**config.mk**
```make
export PLATFORM = sky130hd
export DESIGN_NAME = png_unf_cfg
export DESIGN_NICKNAME = d
export VERILOG_FILES = /design/src/png_unf_pkg.sv /design/src/png_unf_cfg.sv
export SDC_FILE = /design/constraint.sdc
export NUM_CORES = 1
export LEC_CHECK = 0
export ABC_CLOCK_PERIOD_IN_PS = 2690
export BUFFER_PORTS_ARGS = -buffer_cell sky130_fd_sc_hd__buf_2
export CAP_MARGIN = 20
export CORE_AREA = 2 2 42 74
export DETAILED_ROUTE_END_ITERATION = 8
export DIE_AREA = 0 0 44 76
export PLACE_DENSITY = 0.92
export SLEW_MARGIN = 25
export SYNTH_ARGS = -nofsm -noshare
export SYNTH_HDL_FRONTEND = slang
export SYNTH_SLANG_ARGS = --single-unit
```
**constraint.sdc**
```tcl
create_clock -name clk_i -period 2.69 [get_ports clk_i]
set_clock_uncertainty 0.2 [all_clocks]
set_input_delay 0.269 -clock clk_i [delete_from_list [all_inputs] [get_ports clk_i]]
set_output_delay 0.269 -clock clk_i [all_outputs]
set_load 0.005 [all_outputs]
```
**src/png_unf_pkg.sv**
```systemverilog
`timescale 1ns / 1ps

package png_unf_pkg;

  // sizing
  localparam int MaxRowBytes   = 4096;
  localparam int MaxPixelBytes = 8;
  localparam int ColW  = $clog2(MaxRowBytes + 1);
  localparam int IdxW  = (MaxRowBytes > 1) ? $clog2(MaxRowBytes) : 1;
  localparam int LaneW = (MaxPixelBytes > 1) ? $clog2(MaxPixelBytes) : 1;

  // register fields and apb port
  localparam int BppW   = 4;
  localparam int RowW   = 13;
  localparam int AddrW  = 3;
  localparam int PDataW = 32;

  localparam logic [BppW-1:0] BppReset = 4'd4;
  localparam logic [RowW-1:0] RowReset = 13'd1024;

  // register indexes, decoded from the word address bit
  localparam logic RegBpp      = 1'b0;
  localparam logic RegRowBytes = 1'b1;

  localparam logic [7:0] FiltMaxCode = 8'd4;

  typedef enum logic [2:0] {
    FiltNone  = 3'd0,
    FiltSub   = 3'd1,
    FiltUp    = 3'd2,
    FiltAvg   = 3'd3,
    FiltPaeth = 3'd4,
    FiltBad   = 3'd5
  } filt_e;

  typedef struct packed {
    logic [7:0] data_byte;
    logic       start_of_image;
  } in_t;

  typedef struct packed {
    logic [7:0] out_byte;
    logic       row_end;
    logic       bad_filter;
  } out_t;

  // effective (clamped) configuration
  typedef struct packed {
    logic [BppW-1:0] bpp;
    logic [ColW-1:0] row_bytes;
  } cfg_t;

  // one beat as it sits in the reconstruction stage
  typedef struct packed {
    logic [7:0]       data;
    filt_e            filter;
    logic             is_data;
    logic [IdxW-1:0]  idx;
    logic [LaneW-1:0] lane;
    logic             has_left;
    logic             b_valid;
    logic             row_end;
  } item_t;

  typedef struct packed {
    logic            we;
    logic [IdxW-1:0] addr;
    logic [7:0]      data;
  } ram_wr_t;

  // paeth predictor, ties go to left then up
  function automatic logic [7:0] paeth(input logic [7:0] a, input logic [7:0] b,
                                       input logic [7:0] c);
    logic [9:0] pa;
    logic [9:0] pb;
    logic [9:0] pc;
    logic [9:0] s_ab;
    logic [9:0] s_cc;
    logic [7:0] r;
    pa   = (b >= c) ? 10'(b - c) : 10'(c - b);
    pb   = (a >= c) ? 10'(a - c) : 10'(c - a);
    s_ab = 10'(a) + 10'(b);
    s_cc = {1'b0, c, 1'b0};
    pc   = (s_ab >= s_cc) ? (s_ab - s_cc) : (s_cc - s_ab);
    if ((pa <= pb) && (pa <= pc)) begin
      r = a;
    end else if (pb <= pc) begin
      r = b;
    end else begin
      r = c;
    end
    return r;
  endfunction

endpackage

```
**src/png_unf_cfg.sv**
```systemverilog
`timescale 1ns / 1ps

module png_unf_cfg (
  input  logic                          clk_i,
  input  logic                          rst_ni,
  input  logic                          psel,
  input  logic                          penable,
  input  logic                          pwrite,
  input  logic [png_unf_pkg::AddrW-1:0]  paddr,
  input  logic [png_unf_pkg::PDataW-1:0] pwdata,
  output logic [png_unf_pkg::PDataW-1:0] prdata,
  output logic                          pready,
  output png_unf_pkg::cfg_t             cfg_o
);
  import png_unf_pkg::*;

  logic [BppW-1:0] bpp_q;
  logic [RowW-1:0] row_q;
  logic            wr_en;
  logic            reg_sel;

  assign pready  = 1'b1;
  assign wr_en   = psel && penable && pwrite;
  assign reg_sel = paddr[AddrW-1];

  always_ff @(posedge clk_i or negedge rst_ni) begin
    if (!rst_ni) begin
      bpp_q <= BppReset;
      row_q <= RowReset;
    end else if (wr_en) begin
      unique case (reg_sel)
        RegBpp:      bpp_q <= pwdata[BppW-1:0];
        RegRowBytes: row_q <= pwdata[RowW-1:0];
        default:     ;
      endcase
    end
  end

  always_comb begin
    unique case (reg_sel)
      RegBpp:      prdata = PDataW'(bpp_q);
      RegRowBytes: prdata = PDataW'(row_q);
      default:     prdata = '0;
    endcase
  end

  // out-of-range settings clamp to the nearest legal value
  always_comb begin
    if (bpp_q == '0) begin
      cfg_o.bpp = BppW'(1);
    end else if (32'(bpp_q) > 32'(MaxPixelBytes)) begin
      cfg_o.bpp = BppW'(MaxPixelBytes);
    end else begin
      cfg_o.bpp = bpp_q;
    end
    if (row_q == '0) begin
      cfg_o.row_bytes = ColW'(1);
    end else if (32'(row_q) > 32'(MaxRowBytes)) begin
      cfg_o.row_bytes = ColW'(MaxRowBytes);
    end else begin
      cfg_o.row_bytes = ColW'(row_q);
    end
  end

endmodule

```
==> impl_metrics.tcl <==
set metrics [dict create \
    status "finished clean" \
    grt_pass1_vias 710 \
    yosysTopAreaCell "dfrtp_1" \
    yosys_warnings 0 \
    firstDrtPassIters 2 \
    slew_headroom 0.606 \
    grt-ovfl-total 0 \
    core_area_sq_mm 0.00280 \
    nFillCells 275 \
    cp-start-kind "flip-flop" \
    grt_setup_unrepaired "no" \
    topRoutingLayerUsed "met4" \
    path_cells "nor4_1, a32o_1, buf_2" \
    dr_total_vias 791 \
    crit_fanout 16 \
    synth_cells 96 \
    worst_path_max_delay_cell "dfrtp_1" \
    place.gp.congestion 0.679 \
    synth_seq_cells 17 \
    setup_viol_count_final 0 \
    yosysUniqueCellTypes 17 \
    yosysTopAreaCellShare 0.344 \
    num_antenna_cells 0 \
    clk_latency_ps 240 \
    ios 90 \
    vias_per_cell 4.65 \
    critical_path.max_stage_delay_ps 560 \
    fp.dieW_um 44 \
    synth_commonest_cells "20 x buf_4, 15 x dfrtp_1, 13 x nor2b_1" \
    cts_buffers 3 \
    drt-initial-drc-count 10 \
    path_clk_slew_ps 60 \
    fin_util 0.469 \
    antenna_found_initial 0 \
    fin_nets 183 \
    syn_area_sq_mm 0.00109 \
    hpwl_um 1700 \
    crit_required_ps 2220 \
    start_util 0.390 \
    grt_pass1_wl_um 3400 \
    postCtsSetupBuffers 0 \
    dieHeight_um 76 \
    wl_met2_um 1230 \
    critPathKind "reg2out" \
    async_reset_ff_frac 1.00 \
    cts_buffer_depth 2 \
    cap_viol_max_count 0 \
    holdWs_ps 54.2 \
    hold_violations 0 \
    cts_root_buffer "clkbuf_8" \
    layout-drive-gt1-share 0.535 \
    row_count 26 \
    routed_wl_um 2210 \
    hold_path.class "in2reg" \
    avgSynthCellArea_sq_um 11.4 \
    die-area_sq_mm 0.00334 \
    worst_ir_drop_vdd_mv 0.382 \
    cp.arrival_ps 1500 \
    critPathCaptureType "primary output" \
    ys_top_cells_by_area "dfrtp_1 34%, buf_4 14%, mux2_4 14%, mux2_2 11%, nor2b_1 7.5%" \
    cts.htree.levels 1 \
    p_per_area_mw_per_mm2 648 \
    drc 0 \
    cts_resized 0 \
    wl_met3_um 157 \
    fmax_mhz 507 \
    critical-path-top-delay-family "flip-flops" \
    io_buffers 48 \
    drv_slew 0 \
    area_growth_pct 20.3 \
    cts.sinks 17 \
    period_needed_ps 1970 \
    worst_pin_slew_ps 590 \
    period_share 0.733 \
    ant_nets 0 \
    setup_tns_ps 0 \
    cts_tree "yes" \
    yosysSeqAreaShare 0.392 \
    wl_met1_um 809 \
    grt_max_degree 18 \
    synth_edf_count 0 \
    grt_use_total 0.136 \
    cp_num_buf_inv 1 \
    post_drt_wl_per_cell_um 13.0 \
    synth_ff_type "dfrtp_1" \
    p_leak_nw 0.721 \
    yosysMostFrequentCell "buf_4" \
]
## final timing paths
kind,startpoint,to,slack (ps),depth (start not counted)
worst max-delay path,row_q[12]$_DFFE_PN0P_,cfg_o[0],720,3
worst min-delay path,pwdata[7],row_q[7]$_DFFE_PN0P_,50,2
worst max register to register,row_q[12]$_DFFE_PN0P_,row_q[12]$_DFFE_PN0P_,1490,1
worst min register to register,bpp_q[0]$_DFFE_PN0P_,bpp_q[0]$_DFFE_PN0P_,340,1
max in group asynchronous,rst_ni,bpp_q[2]$_DFFE_PN1P_,1700,2
min in group asynchronous,rst_ni,row_q[5]$_DFFE_PN0P_,280,2
## cell type report
class	count	area, sq um	area share
inverters	1	3.75	0.00286
multi-input cells	71	551	0.419
well taps	28	35.0	0.0267
flip-flops and latches	17	428	0.326
clock buffers	4	45.0	0.0343
repair buffers	49	250	0.191
## registers in the layout, summed over array words and instances (netlist names)
signal,count
bpp_q,4
row_q,13
## logic make-up after synthesis
kind of cell    Yosys count  synth area share
buf+inv                  26             0.165
compound gates            2            0.0183
other cells               2           0.00688
simple gates             28             0.166
flops                    17             0.392
mux                      21             0.251
## report_power, final
group | total (mW) | switching, mW | internal [mW]
Combinational | 0.281 | 0.101 | 0.181
Clock | 0.184 | 0.0792 | 0.105
Sequential | 0.386 | 0.0682 | 0.317
## layer usage
layer / track usage / vias up
met2: 0.234 / 45
met3: 0.0190 / 2
li1: - / 370
met1: 0.163 / 374
met4: 0.0545 / 0
met5: 0 / -
## cells in the final DEF (no fill, tap or decap), drive strengths merged, types with 2 or more instances in the layout
cell	netlist	layout
conb	2	20
dfrtp	15	15
mux2	21	21
and2	9	9
buf	21	48
clkbuf	4	4
nor2b	13	13
nor4	3	3
dfstp	2	2
## metrics by stage
step | cells | cell area, sq um | total power [mW] | worst slack [ps]
3_3_place_gp | 165 | 1260 | 0.664 | 817
3_5_place_dp | 165 | 1260 | 0.676 | 770
5_1_grt | 170 | 1310 | 0.906 | 609
6_report | 170 | 1310 | 0.851 | 718
4_1_cts | 170 | 1310 | 0.865 | 659
2_1_floorplan | 114 | 1160 | 0.562 | 1350
## timing repair
item                                    4_1_cts  5_1_grt
hold endpoints to repair                     15        0
hold buffers                                  1        0
endpoints found under the setup margin        0        0
Power figures use the tool's default switching activity.
