File: config.mk
export PLATFORM = sky130hd
export DESIGN_NAME = png_unf_recon
export DESIGN_NICKNAME = d
export VERILOG_FILES = /design/src/png_unf_pkg.sv /design/src/png_unf_recon.sv
export SDC_FILE = /design/constraint.sdc
export NUM_CORES = 1
export LEC_CHECK = 0
export ABC_CLOCK_PERIOD_IN_PS = 34000
export BUFFER_PORTS_ARGS = -buffer_cell sky130_fd_sc_hd__buf_2
export CELL_PAD_IN_SITES_DETAIL_PLACEMENT = 0
export CELL_PAD_IN_SITES_GLOBAL_PLACEMENT = 1
export CORE_UTILIZATION = 51
export CTS_CLUSTER_SIZE = 10
export DETAILED_ROUTE_END_ITERATION = 7
export GPL_TIMING_DRIVEN = 1
export HOLD_SLACK_MARGIN = 0.08
export PLACE_DENSITY = 0.86
export SYNTH_ARGS = -nofsm -noshare
export SYNTH_HDL_FRONTEND = slang
export SYNTH_SLANG_ARGS = --single-unit
File: constraint.sdc
create_clock -name clk_i -period 34 [get_ports clk_i]
set_clock_uncertainty 0.05 [all_clocks]
set_input_delay 5.1 -clock clk_i [delete_from_list [all_inputs] [get_ports clk_i]]
set_output_delay 5.1 -clock clk_i [all_outputs]
set_load 0.005 [all_outputs]
File: src/png_unf_pkg.sv
`timescale 1ns / 1ps

package png_unf_pkg;

  // sizing
  localparam int MaxRowBytes   = 4096;
  localparam int MaxPixelBytes = 8;
  localparam int ColW  = $clog2(MaxRowBytes + 1);
  localparam int IdxW  = (MaxRowBytes > 1) ? $clog2(MaxRowBytes) : 1;
  localparam int LaneW = (MaxPixelBytes > 1) ? $clog2(MaxPixelBytes) : 1;

  // register fields and apb port
  localparam int BppW   = 4;
  localparam int RowW   = 13;
  localparam int AddrW  = 3;
  localparam int PDataW = 32;

  localparam logic [BppW-1:0] BppReset = 4'd4;
  localparam logic [RowW-1:0] RowReset = 13'd1024;

  // register indexes, decoded from the word address bit
  localparam logic RegBpp      = 1'b0;
  localparam logic RegRowBytes = 1'b1;

  localparam logic [7:0] FiltMaxCode = 8'd4;

  typedef enum logic [2:0] {
    FiltNone  = 3'd0,
    FiltSub   = 3'd1,
    FiltUp    = 3'd2,
    FiltAvg   = 3'd3,
    FiltPaeth = 3'd4,
    FiltBad   = 3'd5
  } filt_e;

  typedef struct packed {
    logic [7:0] data_byte;
    logic       start_of_image;
  } in_t;

  typedef struct packed {
    logic [7:0] out_byte;
    logic       row_end;
    logic       bad_filter;
  } out_t;

  // effective (clamped) configuration
  typedef struct packed {
    logic [BppW-1:0] bpp;
    logic [ColW-1:0] row_bytes;
  } cfg_t;

  // one beat as it sits in the reconstruction stage
  typedef struct packed {
    logic [7:0]       data;
    filt_e            filter;
    logic             is_data;
    logic [IdxW-1:0]  idx;
    logic [LaneW-1:0] lane;
    logic             has_left;
    logic             b_valid;
    logic             row_end;
  } item_t;

  typedef struct packed {
    logic            we;
    logic [IdxW-1:0] addr;
    logic [7:0]      data;
  } ram_wr_t;

  // paeth predictor, ties go to left then up
  function automatic logic [7:0] paeth(input logic [7:0] a, input logic [7:0] b,
                                       input logic [7:0] c);
    logic [9:0] pa;
    logic [9:0] pb;
    logic [9:0] pc;
    logic [9:0] s_ab;
    logic [9:0] s_cc;
    logic [7:0] r;
    pa   = (b >= c) ? 10'(b - c) : 10'(c - b);
    pb   = (a >= c) ? 10'(a - c) : 10'(c - a);
    s_ab = 10'(a) + 10'(b);
    s_cc = {1'b0, c, 1'b0};
    pc   = (s_ab >= s_cc) ? (s_ab - s_cc) : (s_cc - s_ab);
    if ((pa <= pb) && (pa <= pc)) begin
      r = a;
    end else if (pb <= pc) begin
      r = b;
    end else begin
      r = c;
    end
    return r;
  endfunction

endpackage

File: src/png_unf_recon.sv
`timescale 1ns / 1ps

module png_unf_recon (
  input  logic                 clk_i,
  input  logic                 rst_ni,
  input  logic                 load_i,
  input  png_unf_pkg::item_t   item_i,
  input  logic                 clear_i,
  input  logic [7:0]           rdata_i,
  output logic                 s1_ready_o,
  output png_unf_pkg::ram_wr_t ram_wr_o,
  output logic                 out_valid_o,
  input  logic                 out_ready_i,
  output png_unf_pkg::out_t    out_data_o
);
  import png_unf_pkg::*;

  logic       s1_valid_q;
  item_t      s1_q;
  logic       ob_valid_q;
  out_t       ob_q;
  logic [7:0] left_q [MaxPixelBytes];
  logic [7:0] upl_q  [MaxPixelBytes];

  logic       fire;
  logic       emit;
  logic [7:0] a;
  logic [7:0] b;
  logic [7:0] c;
  logic [8:0] sum_ab;
  logic [7:0] pred;
  logic [7:0] res;

  assign b = s1_q.b_valid ? rdata_i : 8'd0;
  assign a = s1_q.has_left ? left_q[s1_q.lane] : 8'd0;
  assign c = s1_q.has_left ? upl_q[s1_q.lane] : 8'd0;
  assign sum_ab = 9'(a) + 9'(b);

  always_comb begin
    case (s1_q.filter)
      FiltSub:   pred = a;
      FiltUp:    pred = b;
      FiltAvg:   pred = sum_ab[8:1];
      FiltPaeth: pred = paeth(a, b, c);
      default:   pred = 8'd0;
    endcase
  end

  assign res = s1_q.data + pred;

  // filter beats leave without a result, data beats need room downstream
  assign fire = s1_valid_q && (!s1_q.is_data || !ob_valid_q || out_ready_i);
  assign emit = fire && s1_q.is_data;
  assign s1_ready_o = !s1_valid_q || fire;

  always_ff @(posedge clk_i or negedge rst_ni) begin
    if (!rst_ni) begin
      s1_valid_q <= 1'b0;
      ob_valid_q <= 1'b0;
    end else begin
      if (load_i) begin
        s1_valid_q <= 1'b1;
      end else if (fire) begin
        s1_valid_q <= 1'b0;
      end
      if (emit) begin
        ob_valid_q <= 1'b1;
      end else if (out_ready_i) begin
        ob_valid_q <= 1'b0;
      end
    end
  end

  always_ff @(posedge clk_i) begin
    if (load_i) begin
      s1_q <= item_i;
    end
    if (emit) begin
      ob_q.out_byte   <= res;
      ob_q.row_end    <= s1_q.row_end;
      ob_q.bad_filter <= (s1_q.filter == FiltBad);
    end
  end

  // neighbor bytes; start of image wipes them after the last write of the old image
  always_ff @(posedge clk_i or negedge rst_ni) begin
    if (!rst_ni) begin
      for (int k = 0; k < MaxPixelBytes; k++) begin
        left_q[k] <= 8'd0;
        upl_q[k]  <= 8'd0;
      end
    end else if (clear_i) begin
      for (int k = 0; k < MaxPixelBytes; k++) begin
        left_q[k] <= 8'd0;
        upl_q[k]  <= 8'd0;
      end
    end else if (emit) begin
      left_q[s1_q.lane] <= res;
      upl_q[s1_q.lane]  <= b;
    end
  end

  assign ram_wr_o.we   = emit;
  assign ram_wr_o.addr = s1_q.idx;
  assign ram_wr_o.data = res;

  assign out_valid_o = ob_valid_q;
  assign out_data_o  = ob_q;

endmodule

==> run_results.csv, run 1 <==
group,metric,value,unit
min_path,hold_class,"register to register",
die,rows,54,
clock_network,cts_setup_buffers,0,
final_layout,n_antenna_cell,0,
yosys,yosysTopAreaCellShare,28.7,%
clock_network,clk_latency,0.44,ns
yosys,ys_warn_count,0,
die,fp.dieH,151,um
run_status,outcome,"finished, final reports clean",
clock_network,ctsLongestPathBuffers,2,
power_and_ir_drop,power_leakage,0.00551,uW
worst_setup_path,crit_type,"input pin to primary output",
detailed_routing,wire_per_inst,20.8,um
placed_design,gp_congestion,0.995,
die,fp.dieW,151,um
die,start_util,52.0,%
yosys,syn-instance-count,1285,
detailed_routing,drtIter0Drc,739,
clock_network,cts_resized,0,
timing,grt_setup_unrepaired,"false",
die,core,21800,um2
die,ioPinCount,76,
timing,worst_slew_pin_slew,1.19,ns
timing,period_minus_slack,20.25,ns
timing,fmax,0.0494,GHz
clock_network,cts_sinks,170,
global_routing,grt_pass1_vias,9424,
yosys,syn_area,11300,um2
detailed_routing,drc,0,
global_routing,grt_max_degree,68,
detailed_routing,num_vias,9536,
clock_network,cts_hold_buf,0,
detailed_routing,finalWirelength,33.3,mm
clock_network,numCtsBuffers,17,
run,drv_cap,0,
worst_setup_path,worst_setup_path_end_kind,"primary output",
yosys,synth-seq-cells,170,
timing,relSlewSlack,20.1,%
final_layout,nNetsFinal,1447,
power_and_ir_drop,finalPower,651,uW
worst_setup_path,crit_path_top_delay_cell,"or2_2",
yosys,synth_common_cells,"nor2_1, a21oi_1, nand2_1",
timing,hold_violations,0,
yosys,synth_cell_type_count,66,
yosys,avgSynthCellArea,8.83,um2
worst_setup_path,critPathRequiredTime,28.85,ns
placed_design,dp_hpwl,23.4,mm
worst_setup_path,path_common_cell,"a21oi_1",
timing,drv_slew,0,
worst_setup_path,cp_max_fo,15,
global_routing,antenna_found_initial,0,
worst_setup_path,max_stage_delay,0.46,ns
power_and_ir_drop,ir_drop,0.0000346,V
worst_setup_path,start_kind,"input pin",
yosys,synth.largest_area_cell,"dfrtp_1",
detailed_routing,ant_nets,0,
yosys,async_flop_share,76.5,%
yosys,synth-edff-count,40,
yosys,ys_top_cells_by_area,"dfrtp_1, edfxtp_1, ha_1",
yosys,syn-num-nets,1419,
die,dieArea,22800,um2
global_routing,track_usage,30.6,%
clock_network,cts_root_buf,"clkbuf_16",
timing,finalCritPeriodShare,59.6,%
final_layout,fillers,2005,
clock_network,ctsHtreeMaxLevel,4,
timing,finalSetupTns,0,ns
worst_setup_path,crit_arrival,15.10,ns
placed_design,postPlaceCellArea,11800,um2
global_routing,grt_pass1_wl,51.9,mm
yosys,synthFlopType,"dfrtp_1",
yosys,seq_area_frac_synth,39.3,%
detailed_routing,firstDrtPassIters,7,
final_layout,drive_above_1_share,12.2,%
global_routing,grt_overflow,0,
placed_design,port_buffers,75,
yosys,yosys.cell_count.top_type,"nor2_1",
timing,setup-violations-final,0,
power_and_ir_drop,pwr_density_cell,52.3,nW/um2
clock_network,cts_tree,"done",
final_layout,fin_area,12400,um2
final_layout,areaGrowthSynthToFinish,9.74,%
detailed_routing,routed_via_density,5.94,
clock_network,clk_pin_slew,0.07,ns
## final timing paths
check                      startpoint       endpoint  slack [ns]  cells past startpoint
min reg2reg                   s1_q[0]  out_data_o[1]        0.38                      0
max reg2reg                   s1_q[5]  out_data_o[9]       21.60                     53
max in group asynchronous      rst_ni     left_q[57]       27.65                      3
min in group asynchronous      rst_ni     left_q[46]        4.54                      1
max                        rdata_i[0]    ram_wr_o[7]       13.75                     49
min                           s1_q[0]  out_data_o[1]        0.38                      0
## worst max-delay path: cells and delay by family
family | cells | cell delay [ns]
AND/OR/NAND/NOR | 13 | 2.63
multiplexers | 1 | 0.26
AO/OA/AOI/OAI | 24 | 4.84
XOR/XNOR | 2 | 0.45
adder cells (fa/ha/maj) | 5 | 1.35
buffers and inverters | 4 | 0.43
## cells in the final DEF, fill, tap and decap left out, types with 14 or more instances in the layout
cell type  instances
edfxtp_1          40
nor2_1           181
a211oi_1          23
o21ai_0           43
a21oi_1          170
nand2_1          167
mux2i_1           26
buf_2             73
a22oi_1           14
clkbuf_16         17
mux4_2            14
ha_1              86
buf_4             18
dfrtp_1          130
nor2b_1           20
and2_1            19
nand2b_1          15
xnor2_1           23
inv_1             53
a21o_1            18
## kinds of logic (layout without fill, tap and decap cells)
kind of cell	Yosys count	in the layout	synth area share, %
AOI/OAI and AO/OA	342	342	18.7
and+or+nand+nor	453	453	17.3
xor gates and xnor gates	35	35	2.82
muxes	53	53	6.40
DFF	170	170	39.3
adders and majority gates	91	91	10.4
buffers and inverters	141	181	5.22
## final cells by class
cell class              count  area [um2]  area share (%)
multi-input cells         974        6300            50.6
flip-flops and latches    170        4450            35.8
repair buffers             91         500            4.02
clock buffers              18         429            3.45
well taps                 280         350            2.81
inverters                  59         221            1.78
clock inverters            13         190            1.53
## report_power, final
group	internal (uW)	leakage, uW	total, uW	switching, uW
sequential	217	0.00219	222	4.33
clock	118	0.000299	206	88.5
combinational	82.3	0.00302	223	141
## routing by layer
metal	GRT usage, %	vias up	part of all wire, %
met5	0	-	0
met4	11.9	0	3.3
met3	5.15	69	5.6
met2	51.5	328	48
met1	39.3	4603	43
li1	-	4536	-
## flip-flops by register name, summed over array words and instances, names as in the netlist
name,count
left_q,64
out_data_o,10
out_valid_o,1
ram_wr_o,12
s1_q,18
s1_valid_q,1
upl_q,64
## through the flow
step                      setup WS [ns]  hold slack (ns)  util (%)  cells
final                             13.75            0.382      57.0   1605
after global routing              12.91            0.393      57.0   1605
after CTS                         13.86            0.382      57.0   1605
after detailed placement          13.99            0.366      54.2   1574
after global placement            14.31            0.354      54.2   1574
after floorplan                   15.19            0.350         -   1285
Power figures use the tool's default switching activity.
==> inputs of run 2 (changes only) <==
--- a/config.mk
+++ b/config.mk
@@ -5,16 +5,17 @@
 export SDC_FILE = /design/constraint.sdc
 export NUM_CORES = 1
 export LEC_CHECK = 0
-export ABC_CLOCK_PERIOD_IN_PS = 34000
+export ABC_AREA = 1
+export ABC_CLOCK_PERIOD_IN_PS = 20900
 export BUFFER_PORTS_ARGS = -buffer_cell sky130_fd_sc_hd__buf_2
 export CELL_PAD_IN_SITES_DETAIL_PLACEMENT = 0
 export CELL_PAD_IN_SITES_GLOBAL_PLACEMENT = 1
-export CORE_UTILIZATION = 51
+export CORE_UTILIZATION = 46
 export CTS_CLUSTER_SIZE = 10
 export DETAILED_ROUTE_END_ITERATION = 7
 export GPL_TIMING_DRIVEN = 1
 export HOLD_SLACK_MARGIN = 0.08
-export PLACE_DENSITY = 0.86
+export PLACE_DENSITY = 0.8
 export SYNTH_ARGS = -nofsm -noshare
 export SYNTH_HDL_FRONTEND = slang
 export SYNTH_SLANG_ARGS = --single-unit
==> constraint.sdc (replaced) <==
create_clock -name clk_i -period 20.9 [get_ports clk_i]
set_clock_uncertainty 0.05 [all_clocks]
set_input_delay 3.135 -clock clk_i [delete_from_list [all_inputs] [get_ports clk_i]]
set_output_delay 3.135 -clock clk_i [all_outputs]
set_load 0.005 [all_outputs]
==> run_results.csv, run 2 <==
group,metric,value,unit
worst_setup_path,rr_worst_depth,52,
run,drv_cap,0,
worst_setup_path,critPathRequiredTime,17.72,ns
power_and_ir_drop,switching_share,37.8,%
global_routing,grt_overflow,0,
timing,fmax,0.0708,GHz
final_layout,n_antenna_cell,0,
worst_setup_path,crit_type,"input pin to primary output",
clock_network,cts_setup_buffers,0,
yosys,seq_area_frac_synth,40.9,%
final_layout,top_regs,"left_q (64), upl_q (64), s1_q (18)",
clock_network,cts_tree,"done",
timing,relSlewSlack,25.7,%
power_and_ir_drop,pwr_density_cell,83.5,nW/um2
worst_setup_path,start_kind,"input pin",
worst_setup_path,reg2reg_setup_slack,10.51,ns
worst_setup_path,crit_path_top_delay_cell,"ha_1",
detailed_routing,routed_via_density,5.51,
yosys,synth_top_family_by_area,"simple AND/OR/NAND/NOR gates",
yosys,syn-num-nets,1472,
timing,finalSetupTns,0,ns
yosys,synth.largest_area_cell,"dfrtp_1",
yosys,yosys.area_share.adder,10.8,%
yosys,ys_top_cells_by_area,"dfrtp_1, edfxtp_1, nand2_1",
final_layout,seq_area,4450,um2
final_layout,fin_area,12100,um2
timing,finalCritPeriodShare,67.6,%
worst_setup_path,worst_setup_path_end_kind,"primary output",
yosys,syn-instance-count,1338,
die,dieArea,24300,um2
min_path,hold_start,"s1_q[0]",
clock_network,cts_root_buf,"clkbuf_16",
die,core,22900,um2
detailed_routing,wire_per_inst,19.3,um
yosys,synth_cell_type_count,60,
final_layout,fillers,2187,
yosys,synth_compound_area_share,16.8,%
power_and_ir_drop,intPower,632,uW
clock_network,clk_pin_slew,0.08,ns
worst_setup_path,r2r_start,"s1_q[4]",
yosys,synthFlopType,"dfrtp_1",
timing,period_minus_slack,14.12,ns
global_routing,grt_max_degree,82,
detailed_routing,firstDrtPassIters,5,
power_and_ir_drop,power_leakage,0.00606,uW
power_and_ir_drop,pwr-share-seq,35.4,%
min_path,worstHoldPathCells,0,
timing,drv_slew,0,
detailed_routing,finalWirelength,33.3,mm
clock_network,ctsHtreeMaxLevel,4,
clock_network,cts_hold_buf,0,
yosys,yosys.area_share.simple,19.0,%
placed_design,gp_congestion,0.954,
yosys,synth-edff-count,40,
global_routing,grt_pass1_wl,52.4,mm
final_layout,multi_input_area,5340,um2
die,fp.dieH,156,um
yosys,synth_common_cells,"nand2_1, inv_1, dfrtp_1",
yosys,syn_area,10900,um2
global_routing,antenna_found_initial,0,
yosys,post_synth_mux_area_share,0.459,%
worst_setup_path,startpoint,"rdata_i[1]",
yosys,ys_warn_count,0,
final_layout,areaGrowthSynthToFinish,11.5,%
placed_design,dp_hpwl,25.7,mm
worst_setup_path,crit_arrival,10.94,ns
detailed_routing,ant_nets,0,
min_path,min_to,"out_data_o[1]",
placed_design,postPlaceCellArea,11500,um2
power_and_ir_drop,pwr-share-clk,32.8,%
clock_network,cts_resized,0,
yosys,yosys.cell_count.top_type,"nand2_1",
global_routing,track_usage,28.7,%
power_and_ir_drop,switchingPower,383,uW
detailed_routing,num_vias,9514,
placed_design,port_buffers,75,
die,rows,55,
clock_network,clk_latency,0.45,ns
worst_setup_path,cp_max_fo,13,
die,start_util,47.6,%
min_path,hold_class,"register to register",
die,fp.dieW,156,um
yosys,async_flop_share,76.5,%
die,ioPinCount,76,
final_layout,drive_above_1_share,11.9,%
run_status,outcome,"finished, final reports clean",
final_layout,layout_common_cells,"nand2_1, inv_1, dfrtp_1",
yosys,synth-seq-cells,170,
timing,grt_setup_unrepaired,"false",
yosys,yosysTopAreaCellShare,29.9,%
power_and_ir_drop,ir_drop,0.0000699,V
worst_setup_path,max_stage_delay,0.40,ns
power_and_ir_drop,comb_power_share,31.7,%
final_layout,mostFrequentLayoutCell,"nand2_1",
clock_network,numCtsBuffers,17,
detailed_routing,drtIter0Drc,891,
final_layout,nNetsFinal,1536,
detailed_routing,drc,0,
worst_setup_path,path_common_cell,"nand2_1",
yosys,synthXorXnorAreaFrac,2.01,%
clock_network,ctsLongestPathBuffers,2,
timing,worst_slew_pin_slew,1.11,ns
worst_setup_path,rr_endpoint,"out_data_o[9]",
global_routing,grt_pass1_vias,9258,
clock_network,cts_sinks,170,
timing,hold_violations,0,
timing,setup-violations-final,0,
yosys,avgSynthCellArea,8.14,um2
-- run 2: cell types whose count changed in the layout (fill, tap and decap cells not counted), sizes merged, moves of 39 or more --
cell / before / now
nor2: 181 / 63
nand2: 167 / 332
o22ai: 3 / 74
a21oi: 171 / 56
o21ai: 43 / 103
inv: 58 / 229
nand3: 11 / 50
-- run 2: metal layers --
layer | wire (um) | global-route usage, %
met1 | 15800 | 42.0
met2 | 14100 | 42.3
met3 | 2830 | 7.14
met4 | 646 | 6.72
met5 | 0 | 0
-- run 2: worst max-delay path: cells and delay by family --
family / cells / cell delay [ns]
simple gates: 22 / 2.85
compound gates: 12 / 1.91
xor+xnor: 3 / 0.60
fa+ha+maj: 4 / 1.16
buf+inv: 12 / 1.23
-- run 2: power by group through the flow --
stage	combinational (uW)	clock, uW	sequential, uW
6_report	322	333	360
5_1_grt	360	350	361
4_1_cts	319	338	360
3_5_place_dp	317	0	366
3_3_place_gp	313	0	366
2_1_floorplan	225	0	365
-- run 2: cells by family after synthesis --
group	Yosys count
AO/OA/AOI/OAI	301
XOR/XNOR	25
adder cells (fa/ha/maj)	91
buffers and inverters	268
flip-flops	170
multiplexers	5
AND/OR/NAND/NOR	478
-- run 2: how the worst max path moves through the flow --
stage / end / depth (start not counted)
after floorplan: ram_wr_o[7] / 54
after global placement: ram_wr_o[7] / 53
after detailed placement: ram_wr_o[7] / 53
after CTS: ram_wr_o[7] / 53
after global routing: ram_wr_o[7] / 55
final: ram_wr_o[7] / 53
-- run 2: layout make-up --
type / instances / area share (%)
multi-input cells: 900 / 44.0
flip-flops and latches: 170 / 36.7
inverters: 225 / 6.95
repair buffers: 88 / 3.91
clock buffers: 18 / 3.71
well taps: 313 / 3.22
clock inverters: 14 / 1.57
-- run 2: through the flow --
step / cells / util [%] / total power (uW) / hold WS [ns] / setup WS (ns)
after detailed placement: 1696 / 50.2 / 684 / 0.364 / 6.92
final: 1728 / 53.0 / 1010 / 0.379 / 6.78
after global routing: 1728 / 53.0 / 1070 / 0.389 / 5.97
after floorplan: 1338 / - / 590 / 0.350 / 8.13
after CTS: 1728 / 53.0 / 1020 / 0.385 / 6.88
after global placement: 1696 / 50.2 / 679 / 0.363 / 7.10
==> inputs of run 3 (changes only) <==
==> config.mk (replaced) <==
export PLATFORM = sky130hd
export DESIGN_NAME = png_unf_recon
export DESIGN_NICKNAME = d
export VERILOG_FILES = /design/src/png_unf_pkg.sv /design/src/png_unf_recon.sv
export SDC_FILE = /design/constraint.sdc
export NUM_CORES = 1
export LEC_CHECK = 0
export ABC_AREA = 0
export ABC_CLOCK_PERIOD_IN_PS = 12700
export BUFFER_PORTS_ARGS = -buffer_cell sky130_fd_sc_hd__buf_2
export CELL_PAD_IN_SITES_DETAIL_PLACEMENT = 0
export CELL_PAD_IN_SITES_GLOBAL_PLACEMENT = 1
export CORE_UTILIZATION = 43
export CTS_CLUSTER_SIZE = 10
export DETAILED_ROUTE_END_ITERATION = 7
export GPL_TIMING_DRIVEN = 1
export HOLD_SLACK_MARGIN = 0.08
export PLACE_DENSITY = 0.77
export SYNTH_ARGS = -nofsm -noshare
export SYNTH_HDL_FRONTEND = slang
export SYNTH_SLANG_ARGS = --single-unit
==> constraint.sdc (replaced) <==
create_clock -name clk_i -period 12.7 [get_ports clk_i]
set_clock_uncertainty 0.05 [all_clocks]
set_input_delay 1.905 -clock clk_i [delete_from_list [all_inputs] [get_ports clk_i]]
set_output_delay 1.905 -clock clk_i [all_outputs]
set_load 0.005 [all_outputs]
==> run_results.csv, run 3 (synthesis gave the netlist of run 1 again) <==
group,metric,value,unit
run_status,outcome,"finished, final reports clean",
detailed_routing,met3_length,2.20,mm
global_routing,grt_overflow,0,
detailed_routing,drc,0,
final_layout,drive_above_1_share,17.2,%
worst_setup_path,cp.depth,46,
worst_setup_path,startpoint,"s1_q[3]",
die,dieArea,27000,um2
placed_design,port_buffers,75,
clock_network,ctsHtreeMaxLevel,4,
clock_network,cts_hold_buf,0,
global_routing,grt_pass1_wl,54.7,mm
worst_setup_path,crit_type,"register to primary output",
power_and_ir_drop,pwr_density_cell,139,nW/um2
timing,worst_slew_pin_slew,1.19,ns
detailed_routing,wl_met2,16.7,mm
timing,finalCritPeriodShare,97.4,%
clock_network,numCtsBuffers,17,
min_path,worstHoldPathCells,0,
power_and_ir_drop,power_leakage,0.00577,uW
detailed_routing,top_layer,"met4",
final_layout,mostFrequentLayoutCell,"nor2_1",
detailed_routing,finalWirelength,35.6,mm
global_routing,antenna_found_initial,0,
placed_design,postPlaceCellArea,12200,um2
worst_setup_path,worst_setup_path_end_kind,"primary output",
worst_setup_path,r2r_start,"s1_q[3]",
worst_setup_path,path_common_cell,"o21ai_0",
detailed_routing,drtIter0Drc,927,
worst_setup_path,crit_path_top_delay_cell,"mux4_2",
clock_network,clk_pin_slew,0.08,ns
timing,hold_violations,0,
clock_network,ctsLongestPathBuffers,2,
final_layout,fin_cells,1709,
worst_setup_path,critPathRequiredTime,10.74,ns
die,ioPinCount,76,
worst_setup_path,reg2reg_setup_slack,2.30,ns
placed_design,numPlacedInstances,1666,
detailed_routing,ant_nets,0,
power_and_ir_drop,finalPower,1810,uW
final_layout,top_regs,"left_q (64), upl_q (64), s1_q (18)",
die,start_util,43.7,%
detailed_routing,wire_per_inst,20.8,um
timing,fmax,0.0808,GHz
clock_network,cts_sinks,170,
worst_setup_path,crit_arrival,10.42,ns
worst_setup_path,path_buf_inv,5,
worst_setup_path,rr_worst_depth,47,
timing,period_minus_slack,12.37,ns
clock_network,cts_root_buf,"clkbuf_16",
global_routing,track_usage,27.1,%
power_and_ir_drop,ir_drop,0.0000995,V
detailed_routing,firstDrtPassIters,5,
timing,fin_hold_ws,0.389,ns
worst_setup_path,start_kind,"register",
clock_network,cts_tree,"done",
die,core,26000,um2
timing,setup-violations-final,0,
worst_setup_path,cp_max_fo,18,
detailed_routing,met1Wirelength,16.0,mm
die,rows,59,
worst_setup_path,path_delay_family,"compound AO/OA/AOI/OAI gates",
min_path,hold_class,"register to register",
timing,relSlewSlack,20.1,%
detailed_routing,num_vias,9820,
timing,drv_slew,0,
final_layout,areaGrowthSynthToFinish,14.6,%
final_layout,layout_common_cells,"nor2_1, a21oi_1, nand2_1",
die,fp.dieW,164,um
die,fp.dieH,164,um
global_routing,grt_pass1_vias,9412,
final_layout,fin_area,13000,um2
placed_design,dp_hpwl,25.5,mm
min_path,hold_start,"s1_q[0]",
worst_setup_path,rr_endpoint,"left_q[39]",
run,drv_cap,0,
worst_setup_path,max_stage_delay,0.53,ns
timing,finalSetupTns,0,ns
clock_network,clk_latency,0.44,ns
placed_design,gp_congestion,0.978,
detailed_routing,routed_via_density,5.75,
global_routing,grt_max_degree,106,
final_layout,nNetsFinal,1494,
worst_setup_path,setup.worst_path.end,"ram_wr_o[7]",
-- run 3: changes by cell type in the layout (fill, tap and decap cells not counted), moves of 48 or more --
cell     delta
inv_1     -163
nand2_1   -154
nor2_1    +120
a21oi_1   +111
o22ai_1    -71
o21ai_0    -59
buf_4      +48
-- run 3: power breakdown --
part	total [uW]	internal (uW)	switching (uW)	leakage [uW]
Sequential	592	582	10.3	0.00219
Combinational	695	273	421	0.00329
Clock	519	273	246	0.000292
Total	1810	1130	677	0.00577
-- run 3: how the worst min path moves through the flow --
stage and end:
2_1_floorplan out_data_o[1], 3_3_place_gp out_data_o[1], 3_5_place_dp out_data_o[1], 4_1_cts out_data_o[1]
5_1_grt out_data_o[1], 6_report out_data_o[1]
-- run 3: stage by stage --
step,setup slack (ns),utilization [%]
after detailed placement,-0.220,46.9
after CTS,0.00132,49.3
final,0.325,50.1
after floorplan,0.276,-
after global routing,-0.0915,50.0
after global placement,0.0447,46.9
-- run 3: final cells by class --
class,count,area [um2]
diodes,1,2.50
clock buffers,18,450
clock inverters,14,154
fillers,2472,13000
inverters,59,221
multi-input cells,974,6440
flip-flops and latches,170,4450
well taps,335,419
repair buffers,138,868
-- run 3: repair_timing --
item | 4_1_cts | 5_1_grt
gates resized for setup | 8 | 34
endpoints found under the setup margin | 1 | 4
setup buffers | 0 | 10
pin swaps | 1 | 19
-- run 3: routing by layer --
layer,track usage (%),vias to the layer above
li1,-,4636
met1,38.3,4792
met2,43.5,353
met3,3.54,39
met4,7.63,0
met5,0,-
